`src/rtl/dsrpg_pkg.sv`:
```
// Package with the types and constants shared by the dual stepper step generator.
`default_nettype none
package dsrpg_pkg;

  localparam int unsigned TickFreqW = 20;
  localparam int unsigned RateMagW  = 15;
  localparam int unsigned RateW     = 16;
  localparam int unsigned PhaseW    = 21;
  localparam int unsigned PosW      = 32;
  localparam int unsigned CfgIdxW   = 2;
  localparam int unsigned CfgDataW  = 20;

  localparam logic [TickFreqW-1:0] TickFreqReset = 20'd20000;
  localparam logic [RateMagW-1:0]  MaxRateReset  = 15'd3200;

  typedef enum logic [1:0] {
    ACT_TICK      = 2'd0,
    ACT_SET_RATES = 2'd1,
    ACT_STOP      = 2'd2,
    ACT_CLEAR_POS = 2'd3
  } action_t;

  typedef enum logic [CfgIdxW-1:0] {
    CFG_TICK_FREQUENCY = 2'd0,
    CFG_MAX_RATE       = 2'd1,
    CFG_INVERT_LEFT    = 2'd2,
    CFG_INVERT_RIGHT   = 2'd3
  } cfg_index_t;

  typedef struct packed {
    action_t                  action;
    logic signed [RateW-1:0]  rate_left;
    logic signed [RateW-1:0]  rate_right;
  } in_item_t;

  typedef struct packed {
    logic                     step_left;
    logic                     step_right;
    logic                     dir_left;
    logic                     dir_right;
    logic signed [PosW-1:0]   position_left;
    logic signed [PosW-1:0]   position_right;
  } out_item_t;

endpackage
`default_nettype wire

```
`src/rtl/dual_stepper_rate_pulse_generator.sv`:
```
// Top level of the dual stepper step generator with phase accumulators.
// Each result is registered when its item is accepted.
// Throughput: one item per cycle while each result is taken; the path is one add, compare and subtract per motor.
// The input side stays ready while a finished result waits if that result is taken.
// Synchronous active-low reset sets the default registers, zero rates, phases
// and positions, and forward directions; no result is pending after reset.
`default_nettype none
module dual_stepper_rate_pulse_generator (
  input  wire                                  clk,
  input  wire                                  rst_n,
  input  wire                                  in_valid,
  output logic                                 in_ready,
  input  dsrpg_pkg::in_item_t                  in_data,
  output logic                                 out_valid,
  input  wire                                  out_ready,
  output dsrpg_pkg::out_item_t                 out_data,
  input  wire                                  cfg_valid,
  output logic                                 cfg_ready,
  input  wire [dsrpg_pkg::CfgIdxW-1:0]         cfg_index,
  input  wire [dsrpg_pkg::CfgDataW-1:0]        cfg_data
);
  import dsrpg_pkg::*;

  typedef struct packed {
    logic [PhaseW-1:0] phase;
    logic              pulse;
  } tick_res_t;

  typedef struct packed {
    logic [RateMagW-1:0] mag;
    logic                fwd;
  } rate_res_t;

  logic [TickFreqW-1:0] tick_freq_r;
  logic [RateMagW-1:0]  max_rate_r;
  logic                 inv_left_r;
  logic                 inv_right_r;

  logic [PhaseW-1:0]    phase_left_r, phase_left_nxt;
  logic [PhaseW-1:0]    phase_right_r, phase_right_nxt;
  logic [RateMagW-1:0]  mag_left_r, mag_left_nxt;
  logic [RateMagW-1:0]  mag_right_r, mag_right_nxt;
  logic                 fwd_left_r, fwd_left_nxt;
  logic                 fwd_right_r, fwd_right_nxt;
  logic [PosW-1:0]      count_left_r, count_left_nxt;
  logic [PosW-1:0]      count_right_r, count_right_nxt;

  logic                 out_valid_r;
  out_item_t            out_data_r, out_data_nxt;

  logic [TickFreqW-1:0] thr;
  logic [TickFreqW-1:0] thr_m1;
  logic                 in_acc;
  logic                 cfg_acc;
  tick_res_t            tick_left, tick_right;
  rate_res_t            rate_left, rate_right;

  function automatic logic [RateMagW-1:0] clamp_mag(input logic [TickFreqW-1:0] lim,
                                                     input logic [RateMagW-1:0] m);
    logic [RateMagW-1:0] res;
    if (lim < {{(TickFreqW-RateMagW){1'b0}}, m}) begin
      res = lim[RateMagW-1:0];
    end else begin
      res = m;
    end
    return res;
  endfunction

  function automatic tick_res_t tick_calc(input logic [PhaseW-1:0] phase,
                                          input logic [RateMagW-1:0] mag,
                                          input logic [TickFreqW-1:0] t,
                                          input logic [TickFreqW-1:0] t_m1);
    tick_res_t           res;
    logic [PhaseW:0]     sum;
    logic [PhaseW:0]     t_ext;
    logic [RateMagW-1:0] add;
    add   = clamp_mag(t_m1, mag);
    sum   = {1'b0, phase} + {{(PhaseW+1-RateMagW){1'b0}}, add};
    t_ext = {{(PhaseW+1-TickFreqW){1'b0}}, t};
    if (sum >= t_ext) begin
      sum       = sum - t_ext;
      res.pulse = 1'b1;
    end else begin
      res.pulse = 1'b0;
    end
    res.phase = sum[PhaseW-1:0];
    return res;
  endfunction

  function automatic rate_res_t rate_calc(input logic [RateW-1:0] v,
                                          input logic [RateMagW-1:0] max_r,
                                          input logic [TickFreqW-1:0] t_m1);
    rate_res_t           res;
    logic [RateW-1:0]    mag_full;
    logic [RateMagW-1:0] m;
    logic                neg;
    neg      = v[RateW-1];
    mag_full = neg ? (~v + 1'b1) : v;
    if ({1'b0, max_r} < mag_full) begin
      m = max_r;
    end else begin
      m = mag_full[RateMagW-1:0];
    end
    res.mag = clamp_mag(t_m1, m);
    res.fwd = !neg || (max_r == '0);
    return res;
  endfunction

  assign thr       = (tick_freq_r == '0) ? {{(TickFreqW-1){1'b0}}, 1'b1} : tick_freq_r;
  assign thr_m1    = thr - 1'b1;
  assign in_ready  = rst_n && (!out_valid_r || out_ready);
  assign in_acc    = in_valid && in_ready;
  assign cfg_ready = rst_n;
  assign cfg_acc   = cfg_valid && cfg_ready;
  assign out_valid = out_valid_r;
  assign out_data  = out_data_r;

  assign tick_left  = tick_calc(phase_left_r, mag_left_r, thr, thr_m1);
  assign tick_right = tick_calc(phase_right_r, mag_right_r, thr, thr_m1);
  assign rate_left  = rate_calc(in_data.rate_left, max_rate_r, thr_m1);
  assign rate_right = rate_calc(in_data.rate_right, max_rate_r, thr_m1);

  always_comb begin
    phase_left_nxt  = phase_left_r;
    phase_right_nxt = phase_right_r;
    mag_left_nxt    = mag_left_r;
    mag_right_nxt   = mag_right_r;
    fwd_left_nxt    = fwd_left_r;
    fwd_right_nxt   = fwd_right_r;
    count_left_nxt  = count_left_r;
    count_right_nxt = count_right_r;
    out_data_nxt.step_left  = 1'b0;
    out_data_nxt.step_right = 1'b0;
    case (in_data.action)
      ACT_TICK: begin
        phase_left_nxt  = tick_left.phase;
        phase_right_nxt = tick_right.phase;
        out_data_nxt.step_left  = tick_left.pulse;
        out_data_nxt.step_right = tick_right.pulse;
        if (tick_left.pulse) begin
          count_left_nxt = fwd_left_r ? count_left_r + 1'b1 : count_left_r - 1'b1;
        end
        if (tick_right.pulse) begin
          count_right_nxt = fwd_right_r ? count_right_r + 1'b1 : count_right_r - 1'b1;
        end
      end
      ACT_SET_RATES: begin
        mag_left_nxt  = rate_left.mag;
        fwd_left_nxt  = rate_left.fwd;
        mag_right_nxt = rate_right.mag;
        fwd_right_nxt = rate_right.fwd;
      end
      ACT_STOP: begin
        mag_left_nxt    = '0;
        mag_right_nxt   = '0;
        phase_left_nxt  = '0;
        phase_right_nxt = '0;
      end
      ACT_CLEAR_POS: begin
        count_left_nxt  = '0;
        count_right_nxt = '0;
      end
      default: begin
        count_left_nxt  = count_left_r;
      end
    endcase
    out_data_nxt.dir_left       = fwd_left_nxt ^ inv_left_r;
    out_data_nxt.dir_right      = fwd_right_nxt ^ inv_right_r;
    out_data_nxt.position_left  = count_left_nxt;
    out_data_nxt.position_right = count_right_nxt;
  end

  always_ff @(posedge clk) begin
    if (!rst_n) begin
      tick_freq_r <= TickFreqReset;
      max_rate_r  <= MaxRateReset;
      inv_left_r  <= 1'b0;
      inv_right_r <= 1'b0;
    end else if (cfg_acc) begin
      case (cfg_index_t'(cfg_index))
        CFG_TICK_FREQUENCY: tick_freq_r <= cfg_data[TickFreqW-1:0];
        CFG_MAX_RATE:       max_rate_r  <= cfg_data[RateMagW-1:0];
        CFG_INVERT_LEFT:    inv_left_r  <= cfg_data[0];
        CFG_INVERT_RIGHT:   inv_right_r <= cfg_data[0];
        default:            tick_freq_r <= tick_freq_r;
      endcase
    end
  end

  always_ff @(posedge clk) begin
    if (!rst_n) begin
      phase_left_r  <= '0;
      phase_right_r <= '0;
      mag_left_r    <= '0;
      mag_right_r   <= '0;
      fwd_left_r    <= 1'b1;
      fwd_right_r   <= 1'b1;
      count_left_r  <= '0;
      count_right_r <= '0;
    end else if (in_acc) begin
      phase_left_r  <= phase_left_nxt;
      phase_right_r <= phase_right_nxt;
      mag_left_r    <= mag_left_nxt;
      mag_right_r   <= mag_right_nxt;
      fwd_left_r    <= fwd_left_nxt;
      fwd_right_r   <= fwd_right_nxt;
      count_left_r  <= count_left_nxt;
      count_right_r <= count_right_nxt;
    end
  end

  always_ff @(posedge clk) begin
    if (!rst_n) begin
      out_valid_r <= 1'b0;
    end else if (in_acc) begin
      out_valid_r <= 1'b1;
    end else if (out_ready) begin
      out_valid_r <= 1'b0;
    end
  end

  always_ff @(posedge clk) begin
    if (in_acc) begin
      out_data_r <= out_data_nxt;
    end
  end

`ifndef ASSERT_OFF
  a_no_step_off_tick: assert property (@(posedge clk) disable iff (!rst_n)
    (in_acc && in_data.action != ACT_TICK) |=> (!out_data.step_left && !out_data.step_right))
    else $error("Step pulse reported for an item that is not a tick.");

  a_stop_clears_phase: assert property (@(posedge clk) disable iff (!rst_n)
    (in_acc && in_data.action == ACT_STOP) |=> (phase_left_r == '0 && phase_right_r == '0))
    else $error("Phase accumulators not cleared by a stop item.");

  a_step_moves_left: assert property (@(posedge clk) disable iff (!rst_n)
    (in_acc && in_data.action == ACT_TICK)
      |=> (out_data.step_left == (count_left_r != $past(count_left_r))))
    else $error("Left position change does not match the left step pulse.");

  a_step_moves_right: assert property (@(posedge clk) disable iff (!rst_n)
    (in_acc && in_data.action == ACT_TICK)
      |=> (out_data.step_right == (count_right_r != $past(count_right_r))))
    else $error("Right position change does not match the right step pulse.");
`endif

endmodule
`default_nettype wire

```
`config.mk`:
```
export PLATFORM = sky130hd
export DESIGN_NAME = dual_stepper_rate_pulse_generator
export DESIGN_NICKNAME = d
export VERILOG_FILES = /design/src/rtl/dsrpg_pkg.sv /design/src/rtl/dual_stepper_rate_pulse_generator.sv
export SDC_FILE = /design/constraint.sdc
export NUM_CORES = 1
export LEC_CHECK = 0
export ABC_CLOCK_PERIOD_IN_PS = 14050
export BUFFER_PORTS_ARGS = -buffer_cell sky130_fd_sc_hd__buf_2
export CAP_MARGIN = 20
export CORE_MARGIN = 2
export CORE_UTILIZATION = 45
export CTS_BUF_LIST = sky130_fd_sc_hd__clkbuf_4
export DETAILED_ROUTE_END_ITERATION = 7
export PLACE_DENSITY = 0.68
export SLEW_MARGIN = 10
export SYNTH_ARGS = -nofsm -noshare
export SYNTH_HDL_FRONTEND = slang
export SYNTH_SLANG_ARGS = --single-unit
```
`constraint.sdc`:
```
create_clock -name clk -period 14.05 [get_ports clk]
set_input_delay 0.7025 -clock clk [delete_from_list [all_inputs] [get_ports clk]]
set_output_delay 0.7025 -clock clk [all_outputs]
set_load 0.02 [all_outputs]
```
==> results.yml, run 1 <==
outcome:
  status: "completed"
floorplanning:
  dieArea_mm2: 0.0441
  start_util: 0.455
  rows: 75
  io_pins: 132
  die_w_um: 210
  die_h_um: 210
  fp.coreArea_mm2: 0.0419
power:
  ir_worst_vdd_v: 0.0000599
  p_sw_uw: 611
  internal_power_uw: 1260
  power_leakage_uw: 0.00942
  switching_share: 0.327
  pwr-share-comb: 0.221
  p_clk_frac: 0.378
  cellPowerDensity_mw_per_mm2: 88.1
  seqPwrFrac: 0.401
timing:
  hold_viol: 0
  worst_slew_margin_rel: 0.242
  finalMaxSlewViolations: 0
  fin_tns_setup_ns: 0
  worst_pin_slew_ns: 1.14
  finalCriticalPeriod_ns: 11.43
  rsz0062_at_grt: "no"
  setup_viol: 0
  fin_crit_sh: 0.813
  skew_ns: 0.0608
  fmax_ghz: 0.0875
layout:
  final_nets: 2621
  n_fill_cell: 3932
  register_area_mm2: 0.00557
  final_cells: 2921
  multiInputGateArea_mm2: 0.0128
  final_common_cell: "ha_1"
  area_growth_pct: 11.1
  fin_util: 0.506
  layout_common_cells: "ha_1, nand2_1, a21oi_1"
  layout-drive-gt1-share: 0.126
clocking:
  insertion_delay_ns: 0.82
  cts_setup_buffers: 0
  tritoncts: "done"
  h-tree-depth: 3
  clockBufferDepth: 3
  cts.clk_slew.worst_paths_ns: 0.06
  cts_hold_buf: 0
  clock-root-buffer: "clkbuf_4"
  cts_sinks: 244
  cts_resized: 0
  cts_inserted_buffers: 72
synthesis:
  synth_edf_count: 68
  synth_top_cell_by_area: "dfxtp_1"
  yosysTopAreaCellShare: 0.184
  synth_cell_types: 78
  synthesis.nets: 2476
  yosysWarnings: 0
  syn_area_mm2: 0.0191
  ys.flop_type: "dfxtp_1"
  synthArstFlopShare: 0
  syn_avg_cell_area_um2: 8.73
  netlist_instances: 2189
  ys_ff_latch: 244
  ys_seq_area_frac: 0.291
  ys_top_cells_by_area: "dfxtp_1, ha_1, edfxtp_1, a22o_1, a21oi_1"
placement:
  gp_congestion: 0.964
  dp_hpwl_um: 41500
  place_inst: 2797
  port_buffers: 131
worst_setup_path:
  path_max_fanout: 27
  worstSetupEndpointType: "flop"
  crit_path_top_delay_cell: "a311oi_4"
  critPathLaunchType: "flop"
  critPathTopFamily: "compound AO/OA/AOI/OAI gates"
  cp_data_arrival_time_ns: 12.14
  required_ns: 14.77
  cpPeakStageDelay_ns: 1.03
  crit_buf_inv: 2
  worstSetupPathType: "flop to flop"
global_route:
  antenna_found_initial: 2
  grt_pass1_wl_um: 89100
  grt_start_max_net_pins: 65
  grt_pass1_vias: 16900
  grtUsageTotal: 0.251
  grt_remaining_overflow: 0
run:
  max_cap_violations: 0
routing:
  num_vias: 17300
  wl_um: 56000
  via_per_inst: 5.93
  drc: 0
  drt.antenna.violating_nets: 0
  drtIter0Drc: 1112
  post_drt_wl_per_cell_um: 19.2
  first_pass_iters: 5
worst_hold_path:
  min_path_type: "primary input to flop"
synth_stat cells (10+ instances only):
| cell type | instances |
|---|---|
| o21bai_1 | 12 |
| a21oi_1 | 187 |
| nor2_1 | 135 |
| clkbuf_1 | 61 |
| o21ai_0 | 134 |
| o211ai_1 | 28 |
| nand2_1 | 193 |
| xor2_1 | 59 |
| xnor2_1 | 100 |
| a211oi_1 | 13 |
| a21o_1 | 89 |
| nand2b_1 | 32 |
| inv_1 | 107 |
| or4_1 | 10 |
| mux2i_1 | 76 |
| nor3_1 | 33 |
| dfxtp_1 | 176 |
| o21a_1 | 29 |
| nand3_1 | 23 |
| o31ai_1 | 11 |
| a22o_1 | 151 |
| nor2b_1 | 26 |
| and3_1 | 11 |
| nor4_1 | 13 |
| nand4_1 | 29 |
| edfxtp_1 | 68 |
| buf_2 | 13 |
| or3_1 | 10 |
| and2_1 | 10 |
| ha_1 | 220 |
tightest hold or removal path, delay by kind of cell:
| kind | cells | cell delay (ns) |
|---|---|---|
| AO/OA/AOI/OAI | 1 | 0.05 |
| buffers and inverters | 2 | 0.14 |
logic make-up (layout without fill, tap and decap cells):
kind of cell             Yosys count  in the layout  share of synthesized area
multiplexers                      83             83                     0.0440
AND/OR/NAND/NOR                  551            551                      0.138
flip-flops                       244            244                      0.291
other                              0              2                          0
AO/OA/AOI/OAI                    737            737                      0.264
adder cells (fa/ha/maj)          226            226                      0.150
XOR/XNOR                         159            159                     0.0729
buffers and inverters            189            380                     0.0392
per-stage QoR:
| step | cell area (um^2) | worst slack, ns | total power, uW | hold slack, ns |
|---|---|---|---|---|
| after global placement | 20300 | 3.13 | 1160 | 0.445 |
| after global routing | 21200 | 1.79 | 1970 | 0.123 |
| final | 21200 | 2.62 | 1870 | 0.147 |
| after floorplan | 19100 | 5.60 | 1060 | 0.432 |
| after detailed placement | 20300 | 2.76 | 1170 | 0.448 |
| after CTS | 21200 | 2.74 | 1880 | 0.0694 |
power by group through the flow:
stage          combinational (uW)  sequential [uW]  clock, uW
4_1_cts                       405              750        727
5_1_grt                       455              751        759
3_5_place_dp                  403              765          0
3_3_place_gp                  396              765          0
6_report                      414              750        706
2_1_floorplan                 288              770          0
registers in the layout, summed over array words and instances (netlist names):
| signal | cells |
|---|---|
| tick_freq_r | 20 |
| inv_right_r | 1 |
| phase_left_r | 21 |
| out_data | 68 |
| fwd_right_r | 1 |
| count_left_r | 32 |
| count_right_r | 32 |
| fwd_left_r | 1 |
| inv_left_r | 1 |
| mag_left_r | 15 |
| max_rate_r | 15 |
| mag_right_r | 15 |
| phase_right_r | 21 |
| out_valid | 1 |
layout make-up:
cell class	instances	area share
multi-input combinational	1756	0.604
sequential	244	0.262
timing repair buffer	152	0.0400
clock buffer	99	0.0350
tap	539	0.0318
inverter	108	0.0192
clock inverter	21	0.00760
antenna	2	0.000236
worst paths after layout:
check                                      from               end  slack (ns)  depth (start not counted)
worst min register to register  tick_freq_r[16]   tick_freq_r[16]        0.45                          2
worst max register to register   tick_freq_r[7]  count_left_r[16]        2.62                         37
worst max-delay path             tick_freq_r[7]  count_left_r[16]        2.62                         37
worst min-delay path                   in_valid         out_valid        0.15                          3
routing by layer:
metal  GRT usage  wire (um)  up-vias
li1            -          -     8449
met1       0.331      25900     8256
met2       0.415      25500      520
met3      0.0364       3120      102
met4      0.0937       1440        0
met5           0          0        -
Power figures use the tool's default switching activity.
==> inputs of run 2 (changes only) <==
--- a/config.mk
+++ b/config.mk
@@ -5,7 +5,7 @@
 export SDC_FILE = /design/constraint.sdc
 export NUM_CORES = 1
 export LEC_CHECK = 0
-export ABC_CLOCK_PERIOD_IN_PS = 14050
+export ABC_CLOCK_PERIOD_IN_PS = 10900
 export BUFFER_PORTS_ARGS = -buffer_cell sky130_fd_sc_hd__buf_2
 export CAP_MARGIN = 20
 export CORE_MARGIN = 2
==> constraint.sdc (replaced) <==
create_clock -name clk -period 10.9 [get_ports clk]
set_input_delay 0.545 -clock clk [delete_from_list [all_inputs] [get_ports clk]]
set_output_delay 0.545 -clock clk [all_outputs]
set_load 0.02 [all_outputs]
==> results.yml, run 2 (same netlist as run 1, synthesis figures left out) <==
global_route:
  grtUsageTotal: 0.256
  grt_pass1_vias: 17100
  grt_remaining_overflow: 0
  grt_start_max_net_pins: 76
  antenna_found_initial: 2
  grt_pass1_wl_um: 90700
layout:
  area_growth_pct: 12.8
  layout_common_cells: "ha_1, nand2_1, a21oi_1"
  largest_register_ffs: 68
  register_area_mm2: 0.00557
  layout-drive-gt1-share: 0.129
  final_cell_area_mm2: 0.0215
  final_cells: 2961
  multiInputGateArea_mm2: 0.0128
  n_fill_cell: 3957
  final_nets: 2652
  final_common_cell: "ha_1"
routing:
  num_vias: 17600
  drc: 0
  via_per_inst: 5.93
  first_pass_iters: 5
  drt.antenna.violating_nets: 0
  post_drt_wl_per_cell_um: 19.4
  drtIter0Drc: 1301
  wl_um: 57300
worst_setup_path:
  path_max_fanout: 31
  cpPeakStageDelay_ns: 0.66
  crit_path_top_delay_cell: "a311oi_4"
  worstSetupEndpointType: "flop"
  required_ns: 11.46
  cp_data_arrival_time_ns: 10.41
  worstSetupPathType: "flop to flop"
  crit_top_cell: "ha_1"
  critPathLaunchType: "flop"
clocking:
  tritoncts: "done"
  h-tree-depth: 3
  cts_sinks: 244
  clockBufferDepth: 3
  clock-root-buffer: "clkbuf_4"
  cts_inserted_buffers: 71
  cts_setup_buffers: 0
  cts.clk_slew.worst_paths_ns: 0.06
  insertion_delay_ns: 0.83
placement:
  dp_hpwl_um: 42400
  port_buffers: 131
  place_inst: 2807
  post_dp_cell_area_mm2: 0.0203
  gp_congestion: 0.959
timing:
  worst_pin_slew_ns: 1.03
  worst_slew_margin_rel: 0.311
  fin_crit_sh: 0.904
  fin_tns_setup_ns: 0
  skew_ns: 0.0729
  rsz0062_at_grt: "no"
  setup_viol: 0
  fmax_ghz: 0.102
  hold_viol: 0
  finalCriticalPeriod_ns: 9.85
  finalMaxSlewViolations: 0
floorplanning:
  rows: 75
  start_util: 0.455
  dieArea_mm2: 0.0441
  io_pins: 132
  die_w_um: 210
  fp.coreArea_mm2: 0.0419
  die_h_um: 210
power:
  fin_total_pwr_uw: 2450
  cellPowerDensity_mw_per_mm2: 114
  internal_power_uw: 1660
  pwr-share-comb: 0.224
  switching_share: 0.321
  seqPwrFrac: 0.395
  power_leakage_uw: 0.00959
  ir_worst_vdd_v: 0.0000877
  p_clk_frac: 0.381
  p_sw_uw: 786
worst_hold_path:
  min_path_type: "primary input to flop"
run:
  max_cap_violations: 0
outcome:
  status: "completed"
## run 2: area by class of cell
type	count	share of cell area
tap	539	0.0313
inverter	108	0.0189
timing repair buffer	184	0.0520
sequential	244	0.258
multi-input combinational	1756	0.595
clock buffer	102	0.0355
antenna	3	0.000348
clock inverter	25	0.00854
## run 2: worst max-delay path, delay by kind of cell (launching register included)
family / cells / cell delay, ns
AOI/OAI and AO/OA: 12 / 3.82
xor gates and xnor gates: 2 / 0.58
and+or+nand+nor: 14 / 2.71
buffers and inverters: 3 / 0.88
adders and majority gates: 3 / 0.95
muxes: 1 / 0.24
DFF: 1 / 0.39
## run 2: per-layer routing
metal	vias up	GRT usage	wire, um
met5	-	0	0
met2	531	0.420	26200
met3	96	0.0468	3550
met1	8415	0.342	26200
met4	0	0.0858	1400
li1	8521	-	-
## run 2: power groups by stage
| stage | sequential (uW) | clock (uW) | combinational (uW) |
|---|---|---|---|
| 2_1_floorplan | 993 | 0 | 371 |
| 3_3_place_gp | 986 | 0 | 520 |
| 3_5_place_dp | 986 | 0 | 529 |
| 4_1_cts | 966 | 959 | 539 |
| 5_1_grt | 968 | 1010 | 603 |
| 6_report | 967 | 933 | 549 |
## run 2: metrics by stage
stage	util	hold WS, ns	worst slack (ns)
after floorplan	-	0.432	2.45
after global placement	0.485	0.446	1.35
after detailed placement	0.485	0.449	1.26
after CTS	0.513	0.0345	1.20
after global routing	0.514	0.122	0.272
final	0.514	0.100	1.05
## run 2: worst paths after layout
kind,start,end,slack (ns),cells after the start
max,tick_freq_r[7],out_data[53],1.05,35
min,cfg_valid,inv_right_r,0.10,4
max reg2reg,tick_freq_r[7],out_data[53],1.05,35
min reg2reg,tick_freq_r[16],tick_freq_r[16],0.47,2
## run 2: timing repair
action | 4_1_cts | 5_1_grt
hold buffers | 22 | 0
gates resized for setup | 0 | 0
hold endpoints to repair | 33 | 0
==> inputs of run 3 (changes only) <==
--- a/config.mk
+++ b/config.mk
@@ -13,6 +13,7 @@
 export CTS_BUF_LIST = sky130_fd_sc_hd__clkbuf_4
 export DETAILED_ROUTE_END_ITERATION = 7
 export PLACE_DENSITY = 0.68
+export RECOVER_POWER = 25
 export SLEW_MARGIN = 10
 export SYNTH_ARGS = -nofsm -noshare
 export SYNTH_HDL_FRONTEND = slang
==> results.yml, run 3 (same netlist as run 1, synthesis figures left out) <==
routing:
  wl_um: 57300
  post_drt_wl_per_cell_um: 19.3
  num_vias: 17600
  drtIter0Drc: 1338
  drc: 0
  via_per_inst: 5.93
  drt.antenna.violating_nets: 0
  first_pass_iters: 5
layout:
  largest_register_ffs: 68
  layout_common_cells: "ha_1, nand2_1, a21oi_1"
  area_growth_pct: 12.4
  n_fill_cell: 3988
  layout-drive-gt1-share: 0.104
  final_common_cell: "ha_1"
  final_nets: 2652
  fin_util: 0.512
run:
  max_cap_violations: 1
global_route:
  grt_pass1_vias: 17100
  grt_remaining_overflow: 0
  antenna_found_initial: 2
  grt_start_max_net_pins: 76
  grtUsageTotal: 0.256
  grt_pass1_wl_um: 90700
clocking:
  clock-root-buffer: "clkbuf_4"
  cts_inserted_buffers: 71
  cts_hold_buf: 22
  cts_resized: 0
  tritoncts: "done"
  cts.clk_slew.worst_paths_ns: 0.06
  h-tree-depth: 3
  clockBufferDepth: 3
  insertion_delay_ns: 0.82
  cts_sinks: 244
  cts_setup_buffers: 0
worst_setup_path:
  cpPeakStageDelay_ns: 0.67
  crit_top_cell: "ha_1"
  startpoint: "tick_freq_r[7]"
  critPathLaunchType: "flop"
  worstSetupPathType: "flop to flop"
  path_max_fanout: 31
  cp_data_arrival_time_ns: 10.39
  rr_startpoint: "tick_freq_r[7]"
  crit_path_top_delay_cell: "a311oi_4"
  worstSetupEndpointType: "flop"
  required_ns: 11.46
timing:
  fin_crit_sh: 0.902
  skew_ns: 0.0669
  worst_slew_margin_rel: -0.397
  finalCriticalPeriod_ns: 9.83
  rsz0062_at_grt: "no"
  hold_viol: 0
  worst_pin_slew_ns: 2.09
  finalMaxSlewViolations: 39
  whs_ns: 0.109
  fin_tns_setup_ns: 0
  fmax_ghz: 0.102
  setup_viol: 0
power:
  ir_worst_vdd_v: 0.0000880
  power_leakage_uw: 0.00941
  cellPowerDensity_mw_per_mm2: 114
floorplanning:
  dieArea_mm2: 0.0441
  start_util: 0.455
  die_h_um: 210
  io_pins: 132
  rows: 75
  fp.coreArea_mm2: 0.0419
  die_w_um: 210
placement:
  gp_congestion: 0.959
  dp_hpwl_um: 42400
  port_buffers: 131
worst_hold_path:
  min_from: "cfg_valid"
  min_path_type: "primary input to flop"
outcome:
  violations: "max-capacitance violations, max-slew violations"
  status: "finished, violations left"
[run 3: cell count changes in the layout (fill, tap and decap cells not counted), sizes merged]
cell    delta
buf       -58
clkbuf    +58
[run 3: through the flow]
step | instances | total power (uW) | setup slack [ns] | area (um^2)
finish | 2961 | 2450 | 1.07 | 21500
global route | 2961 | 2580 | 0.272 | 21500
CTS | 2956 | 2460 | 1.20 | 21500
detailed placement | 2807 | 1520 | 1.26 | 20300
global placement | 2807 | 1510 | 1.35 | 20300
floorplan | 2189 | 1360 | 2.45 | 19100
[run 3: where the power goes]
part | switching, uW | leakage [uW] | internal [uW]
logic | 342 | 0.00678 | 207
clock network | 429 | 0.000559 | 503
registers | 15.2 | 0.00208 | 952
total | 786 | 0.00941 | 1660
[run 3: worst paths after layout]
check,to,slack [ns],depth (start not counted)
worst max-delay path,out_data[53],1.07,35
worst min-delay path,inv_right_r,0.11,4
worst max register to register,out_data[53],1.07,35
worst min register to register,tick_freq_r[16],0.47,2
[run 3: final cells by class]
cell class | count | area, um^2 | area share
diodes | 3 | 7.51 | 0.000350
clock buffers | 102 | 766 | 0.0357
clock inverters | 25 | 184 | 0.00857
inverters | 108 | 407 | 0.0189
multi-input cells | 1756 | 12800 | 0.597
flip-flops and latches | 244 | 5570 | 0.259
well taps | 539 | 674 | 0.0314
repair buffers | 184 | 1040 | 0.0486
[run 3: critical path: cells and delay by family (launching register included)]
kind,cells,cell delay (ns)
DFF,1,0.39
adders and majority gates,3,0.94
AOI/OAI and AO/OA,12,3.85
and+or+nand+nor,14,2.71
buffers and inverters,3,0.87
muxes,1,0.24
xor gates and xnor gates,2,0.56
[run 3: layer usage]
metal  GRT usage  vias to the layer above  share of wire
li1            -                     8518              -
met1       0.342                     8357           0.46
met2       0.420                      574           0.45
met3      0.0468                      103          0.064
met4      0.0858                        0          0.025
met5           0                        -              0
